===== src/hw/rtl/iarca_div.sv =====
// Radix-2 restoring divider that yields one quotient bit per cycle.
module iarca_div #(
  parameter int unsigned DW = 21,
  parameter int unsigned VW = 11
) (
  input  logic          clk_i,
  input  logic          rst_ni,
  input  logic          start_i,
  input  logic [DW-1:0] dividend_i,
  input  logic [VW-1:0] divisor_i,
  output logic          done_o,
  output logic [DW-1:0] quot_o,
  output logic [VW-1:0] rem_o
);

  localparam int unsigned CntW = $clog2(DW + 1);

  logic            busy_q, busy_d;
  logic            done_q, done_d;
  logic [CntW-1:0] cnt_q, cnt_d;
  logic [DW-1:0]   quo_q, quo_d;
  logic [VW-1:0]   rem_q, rem_d;
  logic [VW-1:0]   div_q, div_d;
  logic [VW:0]     trial;
  logic [VW:0]     diff;

  assign trial = {rem_q, quo_q[DW-1]};
  assign diff  = trial - {1'b0, div_q};

  always_comb begin
    busy_d = busy_q;
    done_d = 1'b0;
    cnt_d  = cnt_q;
    quo_d  = quo_q;
    rem_d  = rem_q;
    div_d  = div_q;
    if (start_i) begin
      busy_d = 1'b1;
      cnt_d  = CntW'(DW);
      quo_d  = dividend_i;
      rem_d  = '0;
      div_d  = divisor_i;
    end else if (busy_q) begin
      // The partial remainder always stays below the divisor, so the difference fits VW bits.
      if (trial >= {1'b0, div_q}) begin
        rem_d = diff[VW-1:0];
        quo_d = {quo_q[DW-2:0], 1'b1};
      end else begin
        rem_d = trial[VW-1:0];
        quo_d = {quo_q[DW-2:0], 1'b0};
      end
      cnt_d = cnt_q - CntW'(1);
      if (cnt_q == CntW'(1)) begin
        busy_d = 1'b0;
        done_d = 1'b1;
      end
    end
  end

  always_ff @(posedge clk_i or negedge rst_ni) begin
    if (!rst_ni) begin
      busy_q <= 1'b0;
      done_q <= 1'b0;
      cnt_q  <= '0;
    end else begin
      busy_q <= busy_d;
      done_q <= done_d;
      cnt_q  <= cnt_d;
    end
  end

  always_ff @(posedge clk_i) begin
    quo_q <= quo_d;
    rem_q <= rem_d;
    div_q <= div_d;
  end

  assign done_o = done_q;
  assign quot_o = quo_q;
  assign rem_o  = rem_q;

  a_no_restart_busy: assert property (@(posedge clk_i) disable iff (!rst_ni)
    start_i |-> !busy_q)
    else $error("divider started while busy");

  a_rem_below_divisor: assert property (@(posedge clk_i) disable iff (!rst_ni)
    done_q |-> (rem_q < div_q))
    else $error("divider remainder not below divisor");

  a_done_single: assert property (@(posedge clk_i) disable iff (!rst_ni)
    done_q |=> !done_q)
    else $error("divider done held longer than one cycle");

endmodule


===== config.mk =====
export PLATFORM = sky130hd
export DESIGN_NAME = iarca_div
export DESIGN_NICKNAME = d
export VERILOG_FILES = /design/src/hw/rtl/iarca_div.sv
export SDC_FILE = /design/constraint.sdc
export NUM_CORES = 1
export LEC_CHECK = 0
export ABC_AREA = 1
export BUFFER_PORTS_ARGS = -buffer_cell sky130_fd_sc_hd__buf_4
export CAP_MARGIN = 20
export CORE_AREA = 10 10 84 86
export DETAILED_ROUTE_END_ITERATION = 8
export DIE_AREA = 0 0 94 96
export PLACE_DENSITY = 0.84
export SKIP_CTS_REPAIR_TIMING = 1
export SLEW_MARGIN = 40
export SYNTH_ARGS = -nofsm -noshare
export SYNTH_HDL_FRONTEND = slang
export SYNTH_SLANG_ARGS = --single-unit

===== constraint.sdc =====
create_clock -name clk_i -period 2.35 [get_ports clk_i]
set_clock_uncertainty 0.2 [all_clocks]
set_input_delay 0.235 -clock clk_i [delete_from_list [all_inputs] [get_ports clk_i]]
set_output_delay 0.235 -clock clk_i [all_outputs]
set_load 0.01 [all_outputs]

==> metrics, run 1 <==
WP data required=approximately 2400 ps; sequential fraction of the synthesis area=0.473; Final TNS setup=0 ps; clk_lat worst skew=~300 ps; Fillers=between 400 and 500; placed cell areas=~3400 um2; I/O pin cnt=68; crit-path cells=inv_1 > ha_1 > fa_1 > inv_1 > nand3_1 > nand3_2 > nand2_2 > nand4_4 > buf_4 > nand2_2 > nand3_1 > nand2_1; Least-Margin Pin Slew=~420 ps; Max Slew Vio Count=0; H-Tree Depth=2; Post-synth EDFFs=32; flop2flop setup slack=about 160 ps; GRT Residual Overflow=0; crit start category=register; final wirelength=between 7000 and 8000 um; top_reg_cell synth=edfxtp_1; M3 GR Usage=0.0786; mean post-synth cell area=just over 8 um2; P per Cell Area=approximately 830 nW/um2; post-synth top area cell=edfxtp_1; via-per-instance ratio=slightly above 5; Ant. Diodes=0; R2R depth=12; number of max-cap violations=0; Period minus WS final=2190 ps; hold path depth=3; unrepaired setup endpoints after global routing=false; GRT Max-Usage Layer=met2; Yosys reg bits=50; Ys Warns=0; Synth Cell Area=roughly 2900 um2; Initial DRC Count=approximately 170; Max stage delay on crit path=approximately 400 ps; crit path DAT=around 2200 ps; die area=roughly 9000 um2; Post-Syn Nets=approximately 400; layout cells sized above 1=0.240; top-area cell type share of the netlist area=0.335; largest net degree at the start of global routing=37; via count=around 2700; final non-filler cell total=slightly above 500; remaining antenna violation count=0; dpl cells=491; post-synth cell types=30; final-report hold violation count=0; cell with the most instances after synthesis=nand2_1; met1 Use GR=0.177; Initial Util=0.530; final setup vio count=0; total track usage=0.161; Place WS=around 140 ps; nets=~500; die height=roughly 96 um; vias in the first global route=around 2600; Wirelength per Cell=14.3 um; chip width=~94 um; Pleak=between 1.5 and 2 nW; area of the multi-input gates=about 1200 um2; initial antenna violation count=0; DPL Wire Length=5380 um; ys async rst share=0.140; area grow syn2layout=30.0%; Worst Setup End Kind=register; hold crit path type=input port to register; CORE AREA=between 5000 and 6000 um2; synthesized netlist cell count=about 360; Fmax=roughly 460 MHz; crit-path max FO=6; status=completed; CTS clock-pin slew for the worst setup and hold paths=roughly 90 ps; Slew HR=0.719; fin area=approximately 3700 um2; Root Buffer=clkbuf_8; CTS tree=built; top cells by count, synth=128 x nand2_1, 54 x inv_1, 32 x edfxtp_1; CP max-delay cell=fa_1; worst setup margin=between 150 and 200 ps; WS Path Type=register to register; M2 GR Usage=0.269; Remaining DRCs=0; CTS sink cnt=50; Max IR drop VDD=0.000484 V; I/O Buffers=67; GPL Wtd Cong=around 0.91; period utilization=0.933; Bufs on Longest Clock Path=2; Synth area leaders=edfxtp_1 34%, nand2_1 17%, dfxtp_1 7.7%; register area=approximately 1400 um2; TritonRoute pass-1 iters=4; TritonCTS Buffers=5; # rows=27; global-route wire length before repair=~12000 um
-- sequential cells by signal (all words and copies together) (netlist names) --
signal  flops
quot_o     21
rem_o      11
done_o      1
div_q      11
cnt_q       5
busy_q      1
-- worst max-delay path: cells and delay by family (launching register included) --
kind | cells | cell delay (ps)
adders and majority gates | 2 | 620
buffers and inverters | 3 | 330
DFF | 1 | 350
and+or+nand+nor | 7 | 590
-- per-layer routing --
| metal | part of all wire | vias to the layer above |
|---|---|---|
| met3 | 0.10 | 14 |
| met2 | 0.48 | 109 |
| met5 | 0 | - |
| li1 | - | 1314 |
| met1 | 0.40 | 1228 |
| met4 | 0.020 | 0 |
-- per-stage QoR --
step	power (mW)	util	hold slack, ps
6_report	3.09	0.689	1.29
5_1_grt	3.34	0.689	5.52
4_1_cts	3.06	0.653	-481
3_5_place_dp	2.57	0.637	-148
3_3_place_gp	2.52	0.637	-148
2_1_floorplan	2.17	-	-261
-- worst paths after layout --
| kind | from | end |
|---|---|---|
| worst max-delay path | quot_o[20]$_DFFE_PP_ | rem_o[1]$_SDFFE_PP0P_ |
| worst min-delay path | dividend_i[0] | quot_o[0]$_DFFE_PP_ |
| worst max register to register | quot_o[20]$_DFFE_PP_ | rem_o[1]$_SDFFE_PP0P_ |
| worst min register to register | rem_o[10]$_SDFFE_PP0P_ | rem_o[10]$_SDFFE_PP0P_ |
| max in group asynchronous | rst_ni | cnt_q[4]$_DFFE_PN0P_ |
| min in group asynchronous | rst_ni | cnt_q[0]$_DFFE_PN0P_ |
-- kinds of logic (layout without fill, tap and decap cells) --
logic type      count (synthesis)  count (layout)  share of synthesized area
fa+ha+maj                      14              14                     0.0638
buf+inv                        68             158                     0.0983
simple gates                  213             213                      0.340
xor+xnor                        3               3                    0.00917
flops                          50              50                      0.473
compound gates                  8               8                     0.0157
-- power breakdown --
group / total [mW] / internal [mW] / leakage [nW] / switching [mW]
logic: 1.41 / 0.599 / 1.37 / 0.807
registers: 1.19 / 1.08 / 0.509 / 0.111
clock network: 0.498 / 0.211 / 0.0385 / 0.286
-- area by class of cell --
cell class,count,share of cell area
multi-input combinational,238,0.332
clock inverter,1,0.00201
tap,72,0.0242
timing repair buffer,93,0.200
sequential,50,0.364
clock buffer,7,0.0205
inverter,57,0.0574
-- placed cells by master, fill, tap and decap left out --
cell type and instances:
xor2_1 1, nor2_4 1, inv_1 54, a21oi_2 1, nand3_2 6, fa_1 1, dlygate4sd3_1 19, a21oi_1 4
nand3_1 28, nand2_2 12, clkbuf_1 2, ha_1 13, clkbuf_8 5, or2_0 1, dfrtp_1 7, inv_2 3
xnor2_1 2, o21ai_0 2, clkinvlp_4 1, nand2_1 128, nor4_1 1, nand4_4 1, and2_4 1, nor2_1 15
nand4_1 15, buf_4 74, o22ai_1 1, nor2_2 2, edfxtp_1 32, nor3_1 2, dfxtp_1 11
Power figures use the tool's default switching activity.
==> inputs of run 2 (changes only) <==
--- a/config.mk
+++ b/config.mk
@@ -7,10 +7,11 @@
 export LEC_CHECK = 0
 export ABC_AREA = 1
 export BUFFER_PORTS_ARGS = -buffer_cell sky130_fd_sc_hd__buf_4
-export CAP_MARGIN = 20
+export CAP_MARGIN = 10
 export CORE_AREA = 10 10 84 86
 export DETAILED_ROUTE_END_ITERATION = 8
 export DIE_AREA = 0 0 94 96
+export MAX_ROUTING_LAYER = met4
 export PLACE_DENSITY = 0.84
 export SKIP_CTS_REPAIR_TIMING = 1
 export SLEW_MARGIN = 40
==> run 2 against run 1 <==
Effect of this change: the flow now finishes with violations (negative hold slack); cell area fell by 0.67%; global-route usage fell by 0.078 points; non-clock buffer count fell by 5; combinational power barely moved; hold slack got worse by 1.5 ps; fmax rose by 1.6%; total power rose by 3.0%; core utilization fell by 0.46 points; register-to-register slack improved by 40 ps; via count fell by 3.2%.
==> metrics, run 2 (synthesized netlist as in run 1, its figures left out) <==
status=finished, violations left; failing checks=negative hold slack; Remaining DRCs=0 (unchanged); total track usage=0.160 (-0.000780); Initial Util=0.530 (unchanged); I/O pin cnt=68 (unchanged); CTS sink cnt=50 (unchanged); Final TNS setup=0 ps (unchanged); hold wc startpoint=dividend_i[18]; chip width=94 um (unchanged); Power Internal=1.99 mW (+5.3%); dpl cells=491 (unchanged); CP delay by family, top=adder cells; start of the worst register-to-register path=quot_o[20]$_DFFE_PP_; R2R Path End=rem_o[0]$_SDFFE_PP0P_; final non-filler cell total=513 (-0.97%); hold path depth=3 (unchanged); via count=2579 (-3.2%); die height=96 um (unchanged); logic gate share of total power=0.440 (-0.015); vias in the first global route=2514 (-4.3%); Ant. Diodes=0 (unchanged); R2R depth=12 (unchanged); H-Tree Depth=2 (unchanged); period utilization=0.918 (-0.0150); CP bufs+invs=3 (unchanged); Initial DRC Count=134 (-20%); largest net degree at the start of global routing=37 (unchanged); flop2flop setup slack=190 ps (+40 ps); Max stage delay on crit path=360 ps (-40 ps); most common cell after layout, fill and taps aside=nand2_1; TritonCTS Buffers=5 (unchanged); CTS clock-pin slew for the worst setup and hold paths=90 ps (about the same); TritonRoute pass-1 iters=4 (unchanged); crit-path max FO=6 (unchanged); hold crit path type=input port to register; Net Switching=1.20 mW (-0.74%); P per Cell Area=861 nW/um2 (+3.7%); final setup vio count=0 (unchanged); CORE AREA=5410 um2 (unchanged); hold slack=-0.190 ps (-1.48 ps); layout cells sized above 1=0.245 (+0.00499); Final Power=3.19 mW (+3.0%); # rows=27 (unchanged); Flop pwr share=0.373 (-0.011); final wirelength=7170 um (-3.1%); global-route wire length before repair=11500 um (-3.3%); Hold Path Sink=quot_o[18]$_DFFE_PP_; unrepaired setup endpoints after global routing=false; Period minus WS final=2160 ps (-35.3 ps); CTS tree=built; Fillers=452 (+3.0%); I/O Buffers=67 (unchanged); Slew HR=0.713 (-0.00575); WP data required=2340 ps (about the same); max FFs per register=21 (unchanged); WS Path Type=register to register; crit-path cells=inv_1 > ha_1 > fa_2 > inv_1 > nand3_1 > nand3_2 > nand2_2 > nand4_4 > buf_4 > nand2_2 > nand3_1 > nand2_1; GRT Residual Overflow=0 (unchanged); CP max-delay cell=fa_2; number of max-cap violations=0 (unchanged); DPL Wire Length=5240 um (-2.6%); Bufs on Longest Clock Path=2 (unchanged); Root Buffer=clkbuf_8; Pleak=1.91 nW (-0.38%); sw frac=0.375 (-0.0140); nets=489 (-1.0%); initial antenna violation count=0 (unchanged); Fmax=464 MHz (+1.6%); via-per-instance ratio=5.03 (-2.3%); crit start category=register; GPL Wtd Cong=0.912 (about the same); area grow syn2layout=29.2%; Worst Setup End Kind=register; Place WS=88.4 ps (-48.3 ps); Least-Margin Pin Slew=430 ps (+8.61 ps); worst setup margin=193 ps (+35.3 ps); final-report hold violation count=1 (+1); die area=9020 um2 (unchanged); clock power share=0.187 (+0.026); crit path DAT=2150 ps (-50 ps); clk_lat worst skew=300 ps (about the same); Wirelength per Cell=14.0 um (-2.1%); Max IR drop VDD=0.000523 V (+7.9%); remaining antenna violation count=0 (unchanged); highest-count cells in the layout ignoring fill and taps=128 x nand2_1, 74 x buf_4, 54 x inv_1, 32 x edfxtp_1, 28 x nand3_1; Max Slew Vio Count=0 (unchanged)
==> run 2: metal layers <==
layer / up-vias / GRT usage / share of wire
met1: 1180 / 0.191 / 0.43
li1: 1297 / - / -
met3: 6 / 0.0677 / 0.095
met2: 96 / 0.249 / 0.47
met5: - / - / 0
met4: 0 / 0.0354 / 0.0066
==> run 2: worst register-to-register path, stage by stage (launching register included) <==
cell      delay [ps]
edfxtp_1         350
inv_1             60
ha_1             230
fa_2             360
inv_1             90
nand3_1           80
nand3_2          120
nand2_2           90
nand4_4          110
buf_4            170
nand2_2           50
nand3_1           70
nand2_1           60
==> run 2: worst max path at each step <==
stage                                    start               endpoint  slack [ps]  cells after the start
after detailed placement  quot_o[20]$_DFFE_PP_  rem_o[0]$_SDFFE_PP0P_          90                     12
after global placement    quot_o[20]$_DFFE_PP_  rem_o[2]$_SDFFE_PP0P_         230                     12
after floorplan           quot_o[20]$_DFFE_PP_  rem_o[6]$_SDFFE_PP0P_         280                     12
after CTS                 quot_o[20]$_DFFE_PP_  rem_o[0]$_SDFFE_PP0P_          80                     12
final                     quot_o[20]$_DFFE_PP_  rem_o[0]$_SDFFE_PP0P_         190                     12
after global routing      quot_o[20]$_DFFE_PP_  rem_o[1]$_SDFFE_PP0P_          50                     12
==> run 2: power by group through the flow <==
stage | Combinational [mW] | Clock, mW | Sequential (mW)
after CTS | 1.37 | 0.610 | 1.19
final | 1.40 | 0.596 | 1.19
after global placement | 1.32 | 0 | 1.20
after detailed placement | 1.36 | 0 | 1.21
after floorplan | 0.937 | 0 | 1.24
after global routing | 1.57 | 0.643 | 1.21
==> run 2: area by class of cell <==
cell class                 count  area, um2  share of cell area
timing repair buffer          88        696               0.188
inverter                      57        214              0.0578
clock inverter                 2       33.8             0.00913
tap                           72       90.1              0.0243
clock buffer                   6       72.6              0.0196
sequential                    50       1360               0.366
multi-input combinational    238       1240               0.335
==> run 2: per-stage QoR <==
| step | hold WS [ps] | area (um2) | util |
|---|---|---|---|
| 2_1_floorplan | -261 | 2870 | - |
| 3_3_place_gp | -149 | 3440 | 0.637 |
| 3_5_place_dp | -147 | 3440 | 0.637 |
| 4_1_cts | -474 | 3550 | 0.657 |
| 5_1_grt | 5.43 | 3700 | 0.685 |
| 6_report | -0.190 | 3700 | 0.685 |
==> inputs of run 3 (changes only) <==
--- a/config.mk
+++ b/config.mk
@@ -13,6 +13,7 @@
 export DIE_AREA = 0 0 94 96
 export MAX_ROUTING_LAYER = met4
 export PLACE_DENSITY = 0.84
+export SETUP_SLACK_MARGIN = 0.3
 export SKIP_CTS_REPAIR_TIMING = 1
 export SLEW_MARGIN = 40
 export SYNTH_ARGS = -nofsm -noshare
==> run 3 against run 2 <==
Effect of this change: the flow still finishes with violations (negative hold slack); sequential share of layout area is 0.94 points lower; cell area is 2.6% higher; via count increased by 3.5%; routed wire length is 3.5% higher; largest cell class unchanged; first-iteration DRC count rose by 18%; sequential power barely moved; non-clock buffer count increased by 3; count of clock-buffer cells in the layout rose by 1.
==> metrics, run 3 (synthesized netlist as in run 1, its figures left out) <==
initial antenna violation count=0 (unchanged); total track usage=0.158 (-0.00213); I/O pin cnt=68 (unchanged); die height=96 um (unchanged); via-per-instance ratio=5.17 (+2.9%); placed cell areas=3450 um2 (about the same); TritonCTS Buffers=5 (unchanged); Slew HR=0.726 (+0.0129); CORE AREA=5410 um2 (unchanged); Max IR drop VDD=0.000399 V (-24%); register area=1360 um2 (unchanged); vias in the first global route=2540 (+1.0%); CTS sink cnt=50 (unchanged); Initial Util=0.530 (unchanged); Least-Margin Pin Slew=411 ps (-18.7 ps); I/O Buffers=67 (unchanged); hold crit path type=input port to register; chip width=94 um (unchanged); nets=492 (+0.61%); DPL Wire Length=5300 um (+1.1%); M3 GR Usage=0.0506 (-0.0171); remaining antenna violation count=0 (unchanged); via count=2670 (+3.5%); Ant. Diodes=0 (unchanged); highest-count cells in the layout ignoring fill and taps=126 x nand2_1, 76 x buf_4, 52 x inv_1, 32 x edfxtp_1, 20 x nand3_1; CTS tree=built; M2 GR Usage=0.249 (unchanged); Bufs on Longest Clock Path=2 (unchanged); Pleak=1.96 nW (+2.2%); Final TNS setup=0 ps (unchanged); status=finished, violations left; layout cells sized above 1=0.282 (+0.0366); # rows=27 (unchanged); area grow syn2layout=32.6%; GRT Max-Usage Layer=met2; largest net degree at the start of global routing=37 (unchanged); failing checks=negative hold slack; crit-path max FO=11 (+5); Initial DRC Count=158 (+18%); crit path DAT=2140 ps (about the same); final core utilization=0.703 (+0.0181); Root Buffer=clkbuf_8; Worst Setup End Kind=register; final-report hold violation count=1 (unchanged); hold slack=-5.42 ps (-5.23 ps); Fillers=408 (-9.7%); max FFs per register=21 (unchanged); crit start category=register; Fmax=477 MHz (+2.8%); GRT Residual Overflow=0 (unchanged); GPL Wtd Cong=0.904 (-0.91%); WP data required=2400 ps (+60 ps); CTS clock-pin slew for the worst setup and hold paths=90 ps (about the same); Wirelength per Cell=14.4 um (+2.9%); period utilization=0.893 (-0.0251); number of max-cap violations=0 (unchanged); unrepaired setup endpoints after global routing=true; met1 Use GR=0.188 (-0.00264); Period minus WS final=2100 ps (-59.0 ps); WS Path Type=register to register; Remaining DRCs=0 (unchanged); final wirelength=7420 um (+3.5%); most common cell after layout, fill and taps aside=nand2_1; clk_lat worst skew=300 ps (about the same); worst setup margin=253 ps (+59.0 ps); Place WS=227 ps (+139 ps); H-Tree Depth=2 (unchanged); final non-filler cell total=516 (+0.58%); TritonRoute pass-1 iters=4 (unchanged); global-route wire length before repair=11200 um (-1.9%); Final Power=3.31 mW (+4.0%); Max Slew Vio Count=0 (unchanged); fin area=3800 um2 (+2.6%); final setup vio count=0 (unchanged); area of the multi-input gates=1310 um2 (+5.7%); die area=9020 um2 (unchanged); P per Cell Area=872 nW/um2 (+1.4%); dpl cells=491 (unchanged)
==> run 3: cell count changes in the layout (fill, tap and decap cells not counted), moves of 2 or more <==
cell and change:
buf_4 +2, buf_6 +2, inv_2 +2, nand3_1 -8
inv_1 -2, nand2_1 -2, nand3_2 +7
==> run 3: worst paths after layout <==
| check | startpoint | to | depth (start not counted) | slack (ps) |
|---|---|---|---|---|
| max | div_q[0]$_DFFE_PP_ | rem_o[5]$_SDFFE_PP0P_ | 10 | 250 |
| max reg2reg | div_q[0]$_DFFE_PP_ | rem_o[5]$_SDFFE_PP0P_ | 10 | 250 |
| max in group asynchronous | rst_ni | busy_q$_DFF_PN0_ | 2 | 1750 |
| min in group asynchronous | rst_ni | done_o$_DFF_PN0_ | 2 | 80 |
| min | dividend_i[4] | quot_o[4]$_DFFE_PP_ | 3 | -5 |
| min reg2reg | rem_o[3]$_SDFFE_PP0P_ | rem_o[3]$_SDFFE_PP0P_ | 2 | 290 |
==> run 3: routing by layer <==
layer / up-vias / wire (um)
li1: 1305 / -
met1: 1243 / 2970
met2: 112 / 3680
met3: 10 / 683
met4: 0 / 88
met5: - / 0
==> run 3: area by class of cell <==
type	count	share of cell area
flip-flops and latches	50	0.357
multi-input cells	238	0.345
repair buffers	91	0.190
inverters	57	0.0563
well taps	72	0.0237
clock buffers	7	0.0201
clock inverters	1	0.00791
==> run 3: worst max-delay path: stages (launching register included) <==
cell      delay [ps]
edfxtp_1         440
ha_4             190
fa_2             400
inv_2             80
nand3_2           80
nand3_4          110
nand2_4           70
buf_4            180
nand4_1          130
nand3_2           80
nand2_1           60
==> run 3: where the power goes <==
group	leakage [nW]	switching (mW)	internal (mW)
registers	0.509	0.116	1.08
logic	1.40	0.861	0.662
clock network	0.0524	0.278	0.319
